<file path="src/rtl/core/rfw_pkg.sv">
// ----------------------------------------------------------------------------
// rfw_pkg: shared types and constants of the radial falloff weight core
// Widths of the distance, divider and pipeline tag, and register indexes.
// ----------------------------------------------------------------------------
`default_nettype none
package rfw_pkg;

  localparam int SAMPLE_W = 16;
  localparam int POS_W    = 6;
  localparam int BASE_W   = 17;
  localparam int MDIST_W  = 16;
  localparam int CFG_W    = 17;
  localparam int CFG_IDX_W = 2;

  // |offset| stays below 2^17, so each square fits 33 bits and the sum 34.
  localparam int ABS_W    = 17;
  localparam int SQ_W     = 33;
  localparam int SUM_W    = 34;
  // Radicand is sum * 65536; its root (distance in Q.8) has 25 bits.
  localparam int RAD_W    = SUM_W + 16;
  localparam int ROOT_W   = RAD_W / 2;
  localparam int REM_W    = ROOT_W + 3;
  localparam int DIST_W   = ROOT_W + 1;
  // Divider numerator dist * 256 + max_dist / 2.
  localparam int NUM_W    = DIST_W + 8;
  localparam int QUO_W    = 16;
  localparam int SCALE_W  = 17;
  localparam int PROD_W   = SAMPLE_W + SCALE_W + 1;

  typedef enum logic [CFG_IDX_W-1:0] {
    REG_BASE_DX  = 2'd0,
    REG_BASE_DY  = 2'd1,
    REG_BASE_DZ  = 2'd2,
    REG_MAX_DIST = 2'd3
  } cfg_reg_e;

  typedef struct packed {
    logic                       valid;
    logic signed [SAMPLE_W-1:0] sample;
  } pipe_tag_t;

endpackage
`default_nettype wire

</file>
<file path="src/rtl/core/rfw_sqrt.sv">
// ----------------------------------------------------------------------------
// rfw_sqrt: pipelined round-to-nearest square root
// One root bit per stage, then one stage that rounds from the remainder.
// ----------------------------------------------------------------------------
`default_nettype none
module rfw_sqrt (
  input  wire logic                         clk,
  input  wire logic                         rst_n,
  input  wire logic                         en,
  input  wire rfw_pkg::pipe_tag_t           in_tag,
  input  wire logic [rfw_pkg::SUM_W-1:0]    in_sum,
  output rfw_pkg::pipe_tag_t                out_tag,
  output logic      [rfw_pkg::DIST_W-1:0]   out_dist
);
  import rfw_pkg::*;

  pipe_tag_t          tag_r  [ROOT_W];
  logic [REM_W-1:0]   rem_r  [ROOT_W];
  logic [ROOT_W-1:0]  root_r [ROOT_W];
  logic [RAD_W-1:0]   rad_r  [ROOT_W];
  pipe_tag_t          fin_tag_r;
  logic [DIST_W-1:0]  dist_r;

  for (genvar k = 0; k < ROOT_W; k++) begin : g_step
    pipe_tag_t         tag_i;
    logic [REM_W-1:0]  rem_i;
    logic [ROOT_W-1:0] root_i;
    logic [RAD_W-1:0]  rad_i;
    logic [REM_W-1:0]  cur;
    logic [REM_W-1:0]  trial;
    logic              ge;

    if (k == 0) begin : g_first
      assign tag_i  = in_tag;
      assign rem_i  = '0;
      assign root_i = '0;
      assign rad_i  = {in_sum, 16'h0000};
    end else begin : g_next
      assign tag_i  = tag_r[k-1];
      assign rem_i  = rem_r[k-1];
      assign root_i = root_r[k-1];
      assign rad_i  = rad_r[k-1];
    end

    always_comb begin
      cur   = {rem_i[REM_W-3:0], rad_i[RAD_W-1 -: 2]};
      trial = {1'b0, root_i, 2'b01};
      ge    = (cur >= trial);
    end

    always_ff @(posedge clk) begin
      if (!rst_n) begin
        tag_r[k].valid <= 1'b0;
      end else if (en) begin
        tag_r[k]  <= tag_i;
        rem_r[k]  <= ge ? (cur - trial) : cur;
        root_r[k] <= {root_i[ROOT_W-2:0], ge};
        rad_r[k]  <= {rad_i[RAD_W-3:0], 2'b00};
      end
    end
  end

  // Round up when the remainder v - r*r exceeds r.
  always_ff @(posedge clk) begin
    if (!rst_n) begin
      fin_tag_r.valid <= 1'b0;
    end else if (en) begin
      fin_tag_r <= tag_r[ROOT_W-1];
      dist_r    <= {1'b0, root_r[ROOT_W-1]} +
                   DIST_W'(rem_r[ROOT_W-1] > REM_W'(root_r[ROOT_W-1]));
    end
  end

  assign out_tag  = fin_tag_r;
  assign out_dist = dist_r;

endmodule
`default_nettype wire

</file>
<file path="config.mk">
export PLATFORM = sky130hd
export DESIGN_NAME = rfw_sqrt
export DESIGN_NICKNAME = d
export VERILOG_FILES = /design/src/rtl/core/rfw_pkg.sv /design/src/rtl/core/rfw_sqrt.sv
export SDC_FILE = /design/constraint.sdc
export NUM_CORES = 2
export LEC_CHECK = 0
export ABC_CLOCK_PERIOD_IN_PS = 66800
export BUFFER_PORTS_ARGS = -buffer_cell sky130_fd_sc_hd__clkbuf_2
export CORE_MARGIN = 1
export CORE_UTILIZATION = 37
export CTS_BUF_LIST = sky130_fd_sc_hd__clkbuf_4
export CTS_CLUSTER_DIAMETER = 100
export DETAILED_ROUTE_END_ITERATION = 6
export GPL_TIMING_DRIVEN = 0
export RECOVER_POWER = 100
export SETUP_SLACK_MARGIN = 0.02
export SLEW_MARGIN = 20
export SYNTH_ARGS = -nofsm -noshare
export SYNTH_HDL_FRONTEND = slang
export SYNTH_SLANG_ARGS = --single-unit
export TNS_END_PERCENT = 100
</file>
<file path="constraint.sdc">
create_clock -name clk -period 66.8 [get_ports clk]
set_input_delay 10.02 -clock clk [delete_from_list [all_inputs] [get_ports clk]]
set_output_delay 10.02 -clock clk [all_outputs]
set_load 0.02 [all_outputs]
</file>
==> flow_summary.yaml <==
final_layout:
  multi_input_area_um2: 23300
  regArea_um2: 50200
  fin_util: 0.419
  area_delta_synth_final_pct: 12.3
  stdcell_area_um2: 84900
  fill_cells: 18812
  final_net_count: 6582
  drive_gt1_frac: 0.118
setup_path:
  required_ps: 67670
  worstReg2RegStart: "rem_r[5][0]$_SDFFCE_PP0P_"
  startpoint: "en"
  worstReg2RegEnd: "rem_r[5][46]$_DFFE_PP_"
  worstPathMaxFanout: 59
  crit_type: "in -> reg"
  worstPathArrival_ps: 24910
  start_kind: "primary input"
  endpoint_kind: "flip-flop"
  r2r_slack_ps: 62080
  r2r_cells: 13
detailed_routing:
  num_vias: 44878
  first_pass_iters: 5
  ant_nets: 0
  post_drt_wl_per_cell_um: 15.2
  vias_per_cell: 4.90
  drt-total-wl_um: 139000
  drt_iter0_markers: 2769
  drcViolationCount: 0
synth:
  netlist_instances: 5572
  yosys.area.top_type_share: 0.664
  syn-mean-instance-area_um2: 13.6
  synth.cell_area_um2: 75600
  yosys_warnings: 0
  synth-seq-area-share: 0.665
  synthTopCellsByArea: "edfxtp_1, ha_1, xor2_1"
  synth_nets: 5999
  synth_top_area_cell: "edfxtp_1"
  synth_cell_types: 89
  synthFlopType: "edfxtp_1"
  synthArstFlopShare: 0
  synth_edf_count: 1672
  synth-seq-cells: 1674
pwr:
  irDropWorstVdd_mv: 0.0145
  p_leak_nw: 31.7
  power.density_nw_per_um2: 27.3
  power_mw: 2.31
global_routing:
  grt_pass1_vias: 45738
  grt_pass1_wl_um: 226000
  antenna_found_initial: 4
  grt-ovfl-total: 0
  grt_busiest_layer: "met2"
  grtUsageMet3: 0.0365
  grt_usage: 0.135
  met1_usage: 0.164
  groute.layer.met2.usage: 0.220
  grt_max_degree: 63
placed_design:
  place_area_um2: 80200
  port_buffers: 95
  place_hpwl_um: 97500
  routabilityCongestion: 0.871
cts:
  cts_made_buffers: 453
  post_cts_buffers: 0
  insertion_delay_ps: 1360
  cts_resized: 0
  cts_root_buf: "clkbuf_4"
  cts_hold_buffers: 0
  cts_tree: "built"
  ctsHtreeMaxLevel: 5
  cts.clk_slew.worst_paths_ps: 60
  cts_max_path_buffers: 4
  clock-sinks: 1674
run_status:
  violations: "capacitance limit, slew limit"
  status: "finished with violations"
sta:
  post-route-min-period_ps: 24040
  hold_viol: 0
  fin_crit_sh: 0.360
  drv_slew: 1692
  max-slew-margin-rel: -1.10
  clock_skew_ps: 161
  worstMarginPinSlew_ps: 3150
  setup_violations: 0
  tns_ps: 0
  max_freq_ghz: 0.0416
  grt_setup_unrepaired: "false"
floorplanning:
  die_x_um: 454
  die_area_um2: 206000
  die_y_um: 454
  initial_core_util: 0.373
  coreArea_um2: 203000
  io_pins: 97
  fp-row-count: 165
worst_hold_path:
  min_to: "tag_r[2][121]$_DFFE_PP_"
  min_delay_path_depth: 0
  hold_path.class: "reg -> reg"
  hp-start: "tag_r[2][104]$_DFFE_PP_"
flow_run:
  cap_viol_max_count: 34
-- critical path, stage by stage --
cell      delay [ps]
clkbuf_1         290
clkbuf_1         300
and2_0          1780
clkbuf_1        1130
clkbuf_1        1600
clkbuf_1        2060
clkbuf_1        2010
clkbuf_1        1580
clkbuf_1        2160
clkbuf_1        1830
-- power by group --
part / internal (mW) / switching (mW)
clock network: 0.447 / 0.408
registers: 1.22 / 0.0260
logic: 0.0841 / 0.125
-- synth_stat cells, types with 45 or more instances --
library cell and instances:
a21o_1 145, a21oi_1 326, and3_1 58, clkbuf_1 81
edfxtp_1 1672, ha_1 365, inv_1 419, nand2_1 349
nand2b_1 60, nand3_1 71, nand4_1 45, nor2_1 306
nor2b_1 52, nor3_1 146, nor4_1 73, o21a_1 67
o21ai_0 70, o21ai_1 192, or3_1 50, xnor2_1 240
xor2_1 249
-- cells in the final DEF, fill, tap and decap left out, types with 14 or more instances in the layout --
master     Yosys  final
a2111oi_0     13     14
a211oi_1      42     43
a21o_1       145    145
a21oi_1      326    326
a31oi_1       32     32
and2_1        20     18
and3_1        58     58
clkbuf_1      81    170
clkbuf_2       0     49
clkbuf_4       0    644
clkinv_1       0    117
clkinv_2       2     15
edfxtp_1    1672   1672
ha_1         365    365
inv_1        419    424
mux2_1        37     40
mux2_2        21     18
nand2_1      349    349
nand2b_1      60     60
nand3_1       71     71
nand3b_1      16     16
nand4_1       45     45
nor2_1       306    306
nor2b_1       52     52
nor3_1       146    147
nor4_1        73     74
o211ai_1      16     16
o21a_1        67     67
o21ai_0       70    204
o21ai_1      192     59
o21bai_1      28     28
o31ai_1       31     31
or2_1         19     15
or2_2         16     16
or3_1         50     50
or4_1         30     30
xnor2_1      240    240
xor2_1       249    249
-- per-stage QoR --
step	setup WS [ps]	hold WS (ps)	instances
global placement	2980	400	8339
detailed placement	52990	405	8372
global route	40570	325	9154
CTS	54540	311	9150
floorplan	17200	400	5572
finish	42760	323	9154
-- logic make-up after synthesis --
group	share of synthesized area
buffers and inverters	0.0264
AO/OA/AOI/OAI	0.0897
other	0.0000496
AND/OR/NAND/NOR	0.0897
flip-flops	0.665
multiplexers	0.00997
XOR/XNOR	0.0567
adder cells (fa/ha/maj)	0.0626
-- flip-flops by register name, indices dropped and copies added (netlist names) --
| name | cells |
|---|---|
| rem_r | 609 |
| root_r | 325 |
| rad_r | 272 |
| out_dist | 26 |
| out_tag | 17 |
| tag_r | 425 |
-- cell type report --
type                       instances  share of cell area
antenna                            4            0.000118
buffer                            95             0.00422
clock buffer                     644              0.0570
clock inverter                   134             0.00705
inverter                         435              0.0193
multi-input combinational       3368               0.274
sequential                      1674               0.592
tap                             2672              0.0394
timing repair buffer             128             0.00638
-- worst max-delay path by stage --
stage	to	depth (start not counted)
floorplan	out_dist[0]$_DFFE_PP_	2
detailed placement	tag_r[2][111]$_DFFE_PP_	10
finish	root_r[4][29]$_DFFE_PP_	10
global route	rem_r[4][16]$_DFFE_PP_	10
global placement	tag_r[0][9]$_DFFE_PP_	3
CTS	root_r[4][13]$_DFFE_PP_	10
-- metal layers --
layer | up-vias | share of wire
met2 | 1110 | 0.47
met1 | 21163 | 0.44
met3 | 356 | 0.056
li1 | 22245 | -
met5 | - | 0.00017
met4 | 4 | 0.037
(Power assumes the default switching activity.)
