## src/rtl/core/rfw_pkg.sv

```systemverilog
// ----------------------------------------------------------------------------
// rfw_pkg: shared types and constants of the radial falloff weight core
// Widths of the distance, divider and pipeline tag, and register indexes.
// ----------------------------------------------------------------------------
`default_nettype none
package rfw_pkg;

  localparam int SAMPLE_W = 16;
  localparam int POS_W    = 6;
  localparam int BASE_W   = 17;
  localparam int MDIST_W  = 16;
  localparam int CFG_W    = 17;
  localparam int CFG_IDX_W = 2;

  // |offset| stays below 2^17, so each square fits 33 bits and the sum 34.
  localparam int ABS_W    = 17;
  localparam int SQ_W     = 33;
  localparam int SUM_W    = 34;
  // Radicand is sum * 65536; its root (distance in Q.8) has 25 bits.
  localparam int RAD_W    = SUM_W + 16;
  localparam int ROOT_W   = RAD_W / 2;
  localparam int REM_W    = ROOT_W + 3;
  localparam int DIST_W   = ROOT_W + 1;
  // Divider numerator dist * 256 + max_dist / 2.
  localparam int NUM_W    = DIST_W + 8;
  localparam int QUO_W    = 16;
  localparam int SCALE_W  = 17;
  localparam int PROD_W   = SAMPLE_W + SCALE_W + 1;

  typedef enum logic [CFG_IDX_W-1:0] {
    REG_BASE_DX  = 2'd0,
    REG_BASE_DY  = 2'd1,
    REG_BASE_DZ  = 2'd2,
    REG_MAX_DIST = 2'd3
  } cfg_reg_e;

  typedef struct packed {
    logic                       valid;
    logic signed [SAMPLE_W-1:0] sample;
  } pipe_tag_t;

endpackage
`default_nettype wire

```

## src/rtl/core/rfw_div.sv

```systemverilog
// ----------------------------------------------------------------------------
// rfw_div: pipelined restoring divider for the distance ratio
// Sixteen quotient bits, one per stage; overflow is flagged by the caller on in_sat.
// ----------------------------------------------------------------------------
`default_nettype none
module rfw_div (
  input  wire logic                          clk,
  input  wire logic                          rst_n,
  input  wire logic                          en,
  input  wire rfw_pkg::pipe_tag_t            in_tag,
  input  wire logic                          in_sat,
  input  wire logic [rfw_pkg::QUO_W-1:0]     in_rem,
  input  wire logic [rfw_pkg::QUO_W-1:0]     in_low,
  input  wire logic [rfw_pkg::MDIST_W-1:0]   max_dist,
  output rfw_pkg::pipe_tag_t                 out_tag,
  output logic                               out_sat,
  output logic      [rfw_pkg::QUO_W-1:0]     out_quo
);
  import rfw_pkg::*;

  pipe_tag_t         tag_r [QUO_W];
  logic              sat_r [QUO_W];
  logic [QUO_W-1:0]  rem_r [QUO_W];
  logic [QUO_W-1:0]  low_r [QUO_W];
  logic [QUO_W-1:0]  quo_r [QUO_W];

  for (genvar k = 0; k < QUO_W; k++) begin : g_step
    pipe_tag_t        tag_i;
    logic             sat_i;
    logic [QUO_W-1:0] rem_i;
    logic [QUO_W-1:0] low_i;
    logic [QUO_W-1:0] quo_i;
    logic [QUO_W:0]   cur;
    logic             ge;

    if (k == 0) begin : g_first
      assign tag_i = in_tag;
      assign sat_i = in_sat;
      assign rem_i = in_rem;
      assign low_i = in_low;
      assign quo_i = '0;
    end else begin : g_next
      assign tag_i = tag_r[k-1];
      assign sat_i = sat_r[k-1];
      assign rem_i = rem_r[k-1];
      assign low_i = low_r[k-1];
      assign quo_i = quo_r[k-1];
    end

    always_comb begin
      cur = {rem_i, low_i[QUO_W-1]};
      ge  = (cur >= {1'b0, max_dist});
    end

    always_ff @(posedge clk) begin
      if (!rst_n) begin
        tag_r[k].valid <= 1'b0;
      end else if (en) begin
        tag_r[k] <= tag_i;
        sat_r[k] <= sat_i;
        rem_r[k] <= ge ? QUO_W'(cur - {1'b0, max_dist}) : cur[QUO_W-1:0];
        low_r[k] <= {low_i[QUO_W-2:0], 1'b0};
        quo_r[k] <= {quo_i[QUO_W-2:0], ge};
      end
    end
  end

  assign out_tag = tag_r[QUO_W-1];
  assign out_sat = sat_r[QUO_W-1];
  assign out_quo = quo_r[QUO_W-1];

endmodule
`default_nettype wire

```

## config.mk

```make
export PLATFORM = sky130hd
export DESIGN_NAME = rfw_div
export DESIGN_NICKNAME = d
export VERILOG_FILES = /design/src/rtl/core/rfw_pkg.sv /design/src/rtl/core/rfw_div.sv
export SDC_FILE = /design/constraint.sdc
export NUM_CORES = 1
export LEC_CHECK = 0
export BUFFER_PORTS_ARGS = -buffer_cell sky130_fd_sc_hd__buf_2
export CAP_MARGIN = 5
export CORE_MARGIN = 4
export CORE_UTILIZATION = 60
export DETAILED_ROUTE_END_ITERATION = 8
export PLACE_DENSITY = 0.81
export SLEW_MARGIN = 20
export SYNTH_ARGS = -nofsm -noshare
export SYNTH_HDL_FRONTEND = slang
export SYNTH_SLANG_ARGS = --single-unit
export TNS_END_PERCENT = 100
```

## constraint.sdc

```tcl
create_clock -name clk -period 25.2 [get_ports clk]
set_clock_uncertainty 0.2 [all_clocks]
set_input_delay 2.52 -clock clk [delete_from_list [all_inputs] [get_ports clk]]
set_output_delay 2.52 -clock clk [all_outputs]
set_load 0.01 [all_outputs]
```

==> results of run 1 <==
-- flip-flops by register name (all words and copies together) (netlist names) --
| signal | cells |
|---|---|
| low_r | 120 |
| quo_r | 136 |
| tag_r | 272 |
| sat_r | 16 |
| rem_r | 240 |
-- metal layers --
layer	part of all wire, %	track usage (%)	wire, um
met3	5.1	3.39	4140
met1	40	29.0	31900
met4	5.0	11.6	4030
met5	0	0	0
met2	50	41.4	40600
-- power groups by stage --
stage	Combinational, mW	Sequential, mW	Clock, mW
2_1_floorplan	0.532	1.65	0
3_3_place_gp	0.640	1.63	0
3_5_place_dp	0.668	1.63	0
4_1_cts	0.680	1.61	1.16
5_1_grt	0.753	1.61	1.22
6_report	0.686	1.61	1.14
-- worst max-delay path by stage --
stage	from	cells after the start	to	slack (ns)
6_report	max_dist[2]	10	rem_r[1][7]	19.04
5_1_grt	max_dist[2]	10	rem_r[1][3]	18.91
4_1_cts	max_dist[2]	10	rem_r[1][7]	19.14
3_5_place_dp	max_dist[2]	11	rem_r[1][58]	18.54
3_3_place_gp	max_dist[2]	11	rem_r[1][50]	18.60
2_1_floorplan	rst_n	2	low_r[0][0]	3.69
-- cell type report --
cell class	count	area share, %
tap	837	2.49
sequential	784	56.0
timing repair buffer	129	1.75
clock buffer	89	4.84
antenna	1	0.00595
multi-input combinational	1773	32.9
clock inverter	53	1.14
inverter	98	0.875
-- metrics by stage --
stage                     std cells  total power [mW]
after floorplan                2691              2.18
after global placement         3621              2.27
after detailed placement       3621              2.30
after CTS                      3763              3.45
after global routing           3763              3.58
final                          3764              3.43
-- synthesized netlist by cell type, drive strengths merged (22+ instances only) --
master,number,area (um^2)
ha,256,3200
and3,24,150
o21ai,122,626
xor2,49,429
a21o,70,526
a31oi,28,190
mux2i,32,320
nor2b,45,282
xnor2,116,1020
inv,97,364
o21a,41,308
nor2,150,563
nor3,41,205
mux2,179,2040
edfxtp,783,23500
nand2,126,473
nand4,39,244
o31ai,23,183
a21oi,133,673
nand3,42,210
or3,22,138
nand2b,34,213
-- worst max-delay path, cell delays in order --
cell and delay (ns):
buf_2 0.11, inv_1 0.82, ha_1 0.39, o21a_1 0.20
o21ai_0 0.21, a211oi_1 0.41, o31ai_1 0.24, a211oi_2 0.73
buf_4 0.34, mux2_2 0.36
-- cell families after synthesis --
group           Yosys count
fa+ha+maj               271
simple gates            573
buf+inv                 134
xor+xnor                165
compound gates          553
mux                     211
flops                   784
==> results.yml, run 1 <==
critical_path:
  worstRegToRegCells: 9
  end_kind: "flop"
  path_max_fanout: 17
  critical_path_required_ns: 25.39
  critPathKind: "input pin to flop"
  reg2reg_from: "rem_r[0][112]"
  worstSetupStartpointType: "input pin"
  ff2ff_setup_slack_ns: 21.32
  r2r-end: "rem_r[1][7]"
  arrival_ns: 6.35
global_routing:
  grt_pass1_vias: 23006
  antenna_found_initial: 1
  grt_start_max_net_pins: 197
  grt.total_usage_pct: 23.7
  grt_pass1_wl_um: 125000
  grt-ovfl-total: 0
synthesis:
  netlist_instances: 2691
  synthDistinctLibCells: 79
  yosysWarnings: 0
  synth_compound_gate_area_share_pct: 9.69
  synth_edf_count: 783
  synth_nets: 3031
  synthAdderAreaFrac_pct: 9.24
  synth-simple-area-share_pct: 7.48
  syn_avg_cell_area_um2: 14.1
  synth-seq-cells: 784
  synth_top_family_by_area: "compound AO/OA/AOI/OAI gates"
  synthArstFlopShare_pct: 0
  synthMuxAreaShare_pct: 6.23
  seq_area_frac_synth_pct: 62.1
  synthXorXnorAreaFrac_pct: 3.81
  netlist_area_um2: 37900
  dominantRegCellSynth: "edfxtp_1"
min_path:
  hold_path_end: "tag_r[0][36]"
  min_path_cells: 0
  hold_class: "flop to flop"
  worstHoldStart: "tag_r[0][19]"
timing:
  min_period_over_period_pct: 24.5
  period_minus_slack_ns: 6.16
  rsz0062_at_grt: "false"
  slew_viol_final: 0
  worst_pin_slew_ns: 1.14
  fin_ws_ns: 19.04
  setup_viol: 0
  hold_viol: 0
  whs_ns: 0.210
  fmax_ghz: 0.162
  slew-limit-headroom_pct: 23.6
  fin_tns_setup_ns: 0
final_layout:
  drive_above_1_share_pct: 15.1
  syn_to_final_growth_pct: 10.8
  utilization_pct: 67.6
  final_common_cell: "edfxtp_1"
  stdcell_area_um2: 42000
  regArea_um2: 23500
  multi_input_area_um2: 13800
  layout_common_cells: "edfxtp_1, ha_1, mux2_2, nor2_1, a21oi_1"
  final_nets: 3205
  nFillCells: 4196
clocking:
  cts_tree: "done"
  cts-buffers-inserted: 79
  root_buffer: "clkbuf_16"
  postCtsSetupBuffers: 0
  cts.clk_slew.worst_paths_ns: 0.06
  htree_levels: 3
  cts_resized: 0
  clock_sinks: 784
  insertion_delay_ns: 0.63
  clockBufferDepth: 3
  cts_hold_buf: 0
floorplan:
  fp.dieW_um: 259
  rows: 91
  initial_utilization_pct: 61.0
  ios: 103
  die_y_um: 259
  dieArea_um2: 67300
  core_area_um2: 62200
drt:
  avgRoutedWirePerCell_um: 21.4
  ant_nets: 0
  drt_iter0_markers: 1800
  dr.pass1.iters: 5
  vias: 22823
  viasPerCell: 6.06
  drc_errors: 0
  wirelength_um: 80600
status:
  status: "complete, no violations"
power:
  power.internal_mw: 2.51
  p_leak_nw: 15.8
  seqPwrFrac_pct: 46.9
  switching_power_uw: 918
  powerDensity_nw_per_um2: 81.6
  netSwitchingFraction_pct: 26.7
  peakVddDrop_mv: 0.0595
  power_frac_clock_pct: 33.1
  combPwrFrac_pct: 20.0
placement:
  io_buffers: 102
  globalplace.congestion: 0.905
  hpwlAfterDp_um: 51500
  place_area_um2: 39500
  pre_cts_ws_ns: 18.54
flow_run:
  cap_violations: 0
No activity file was read; power rests on OpenSTA's default activity.
==> inputs of run 2 (changes only) <==
==> constraint.sdc (replaced) <==
create_clock -name clk -period 5.7 [get_ports clk]
set_clock_uncertainty 0.2 [all_clocks]
set_input_delay 0.57 -clock clk [delete_from_list [all_inputs] [get_ports clk]]
set_output_delay 0.57 -clock clk [all_outputs]
set_load 0.01 [all_outputs]
==> run 2 against run 1 <==
Hold slack lost 0.17 ns. Via count grew 1.9%. Count of clock-buffer cells in the layout grew 9. Sequential power grew to 4.4 times the previous value. Combinational power grew to 4.5 times the previous value. Sequential cell count is the same. Die area is the same. Register-to-register slack lost 19 ns. Sequential share of layout area shrank 0.73 points. Critical path type unchanged. Critical endpoint is now rem_r[0][36]. Largest power group unchanged.
==> results.yml, run 2 (synthesized netlist as in run 1, its figures left out) <==
status:
  status: "complete, no violations"
clocking:
  postCtsSetupBuffers: 0
  cts_tree: "done"
  cts.clk_slew.worst_paths_ns: 0.07
  cts_resized: 0
  root_buffer: "clkbuf_16"
  htree_levels: 3
  clockBufferDepth: 3
  clock_sinks: 784
  cts-buffers-inserted: 81
  insertion_delay_ns: 0.63
global_routing:
  antenna_found_initial: 0
  grt-ovfl-total: 0
  grt_pass1_vias: 23527
  grt.total_usage_pct: 24.5
  grt_pass1_wl_um: 129000
  grt_start_max_net_pins: 132
critical_path:
  arrival_ns: 4.04
  worstSetupStartpointType: "input pin"
  end_kind: "flop"
  reg2reg_from: "rem_r[0][4]"
  critPathKind: "input pin to flop"
  critical_path_required_ns: 5.87
  crit_chain: "buf_2 > inv_1 > buf_4 > ha_1 > nor2b_1 > o2111a_1 > o21ai_1 > a31oi_1 > o31ai_1 > a21boi_0 > o21ai_2 > clkinv_1 > mux2_2"
  ff2ff_setup_slack_ns: 1.99
  critPathLaunch: "max_dist[1]"
  path_max_fanout: 15
  critPathMaxStageDelay_ns: 0.52
  worstRegToRegCells: 9
  r2r-end: "rem_r[0][20]"
  critPathSlowestCell: "clkinv_1"
  critPathCapture: "rem_r[0][36]"
final_layout:
  top_regs: "tag_r (272), rem_r (240), quo_r (136)"
  largest_register: "tag_r"
  final_nets: 3249
  drive_above_1_share_pct: 15.3
  final_common_cell: "edfxtp_1"
  largest_reg_flops: 272
  syn_to_final_growth_pct: 12.3
  stdcell_area_um2: 42600
  layout_common_cells: "edfxtp_1, ha_1, mux2_2, nor2_1, a21oi_1"
  antenna-diode-count: 0
placement:
  globalplace.congestion: 0.916
  place_area_um2: 39700
  io_buffers: 102
  hpwlAfterDp_um: 54200
timing:
  slew_viol_final: 0
  period_minus_slack_ns: 3.87
  hold_viol: 0
  setup_viol: 0
  worst_pin_slew_ns: 1.10
  fin_tns_setup_ns: 0
  slew-limit-headroom_pct: 26.6
  fmax_ghz: 0.258
  min_period_over_period_pct: 67.9
  rsz0062_at_grt: "false"
floorplan:
  die_y_um: 259
  core_area_um2: 62200
  rows: 91
  dieArea_um2: 67300
  ios: 103
  initial_utilization_pct: 61.0
  fp.dieW_um: 259
power:
  powerDensity_nw_per_um2: 362
  p_leak_nw: 16.1
  peakVddDrop_mv: 0.315
drt:
  dr.pass1.iters: 6
  drt_iter0_markers: 2061
  viasPerCell: 6.11
  vias: 23260
  avgRoutedWirePerCell_um: 21.8
  drc_errors: 0
  wirelength_um: 82800
  ant_nets: 0
flow_run:
  cap_violations: 0
min_path:
  hold_class: "input pin to flop"
## run 2: cell count changes in the layout (fill, tap and decap cells not counted), sizes merged, moves of 8 or more
cell         previous run  this run
buf                   129       139
clkinv                 44        36
clkbuf                 89        98
dlygate4sd3             0        32
## run 2: worst min-delay path by stage
stage,to,cells after the start,slack (ns),startpoint
finish,rem_r[0][14],2,0.04,in_rem[13]
floorplan,low_r[0][100],0,0.20,low_r[0][84]
global placement,tag_r[0][117],0,0.20,tag_r[0][100]
detailed placement,low_r[0][21],0,0.20,low_r[0][5]
CTS,rem_r[0][14],2,0.002,in_rem[13]
global route,rem_r[0][13],2,0.03,in_rem[12]
## run 2: stage by stage
stage                     worst slack (ns)  util [%]  total power [mW]  cells  hold slack, ns
after global routing                  1.48      68.5              16.1   3808          0.0330
after global placement                1.29      63.8              10.0   3631           0.200
after CTS                             1.85      68.5              15.5   3808         0.00232
after detailed placement              1.20      63.8              10.2   3631           0.205
after floorplan                     -0.943         -              9.52   2691           0.200
final                                 1.83      68.5              15.4   3808          0.0431
## run 2: metal layers
metal | vias up | part of all wire, % | track usage (%)
li1 | 10866 | - | -
met1 | 11301 | 40 | 31.2
met2 | 853 | 50 | 42.1
met3 | 240 | 5.7 | 3.61
met4 | 0 | 4.4 | 10.6
met5 | - | 0 | 0
## run 2: final cells by class
type / instances / area [um^2]
timing repair buffer: 171 / 1210
sequential: 784 / 23500
inverter: 98 / 368
clock inverter: 47 / 508
clock buffer: 98 / 2090
multi-input combinational: 1773 / 13800
tap: 837 / 1050
fill: 4239 / 19600
## run 2: worst max-delay path: cells and delay by family
family | cells | cell delay [ns]
AOI/OAI and AO/OA | 6 | 1.19
adders and majority gates | 1 | 0.25
buffers and inverters | 4 | 1.40
muxes | 1 | 0.46
and+or+nand+nor | 1 | 0.14
## run 2: what timing repair did
item                                   4_1_cts  5_1_grt
setup endpoints to repair                    0        0
endpoints found under the hold margin       32        0
hold buffers                                32        0
## run 2: report_power, final
part	leakage (nW)	total [mW]	switching, mW	internal, mW
Sequential	7.37	7.10	0.200	6.90
Clock	1.26	5.21	2.25	2.96
Combinational	7.41	3.08	1.68	1.41
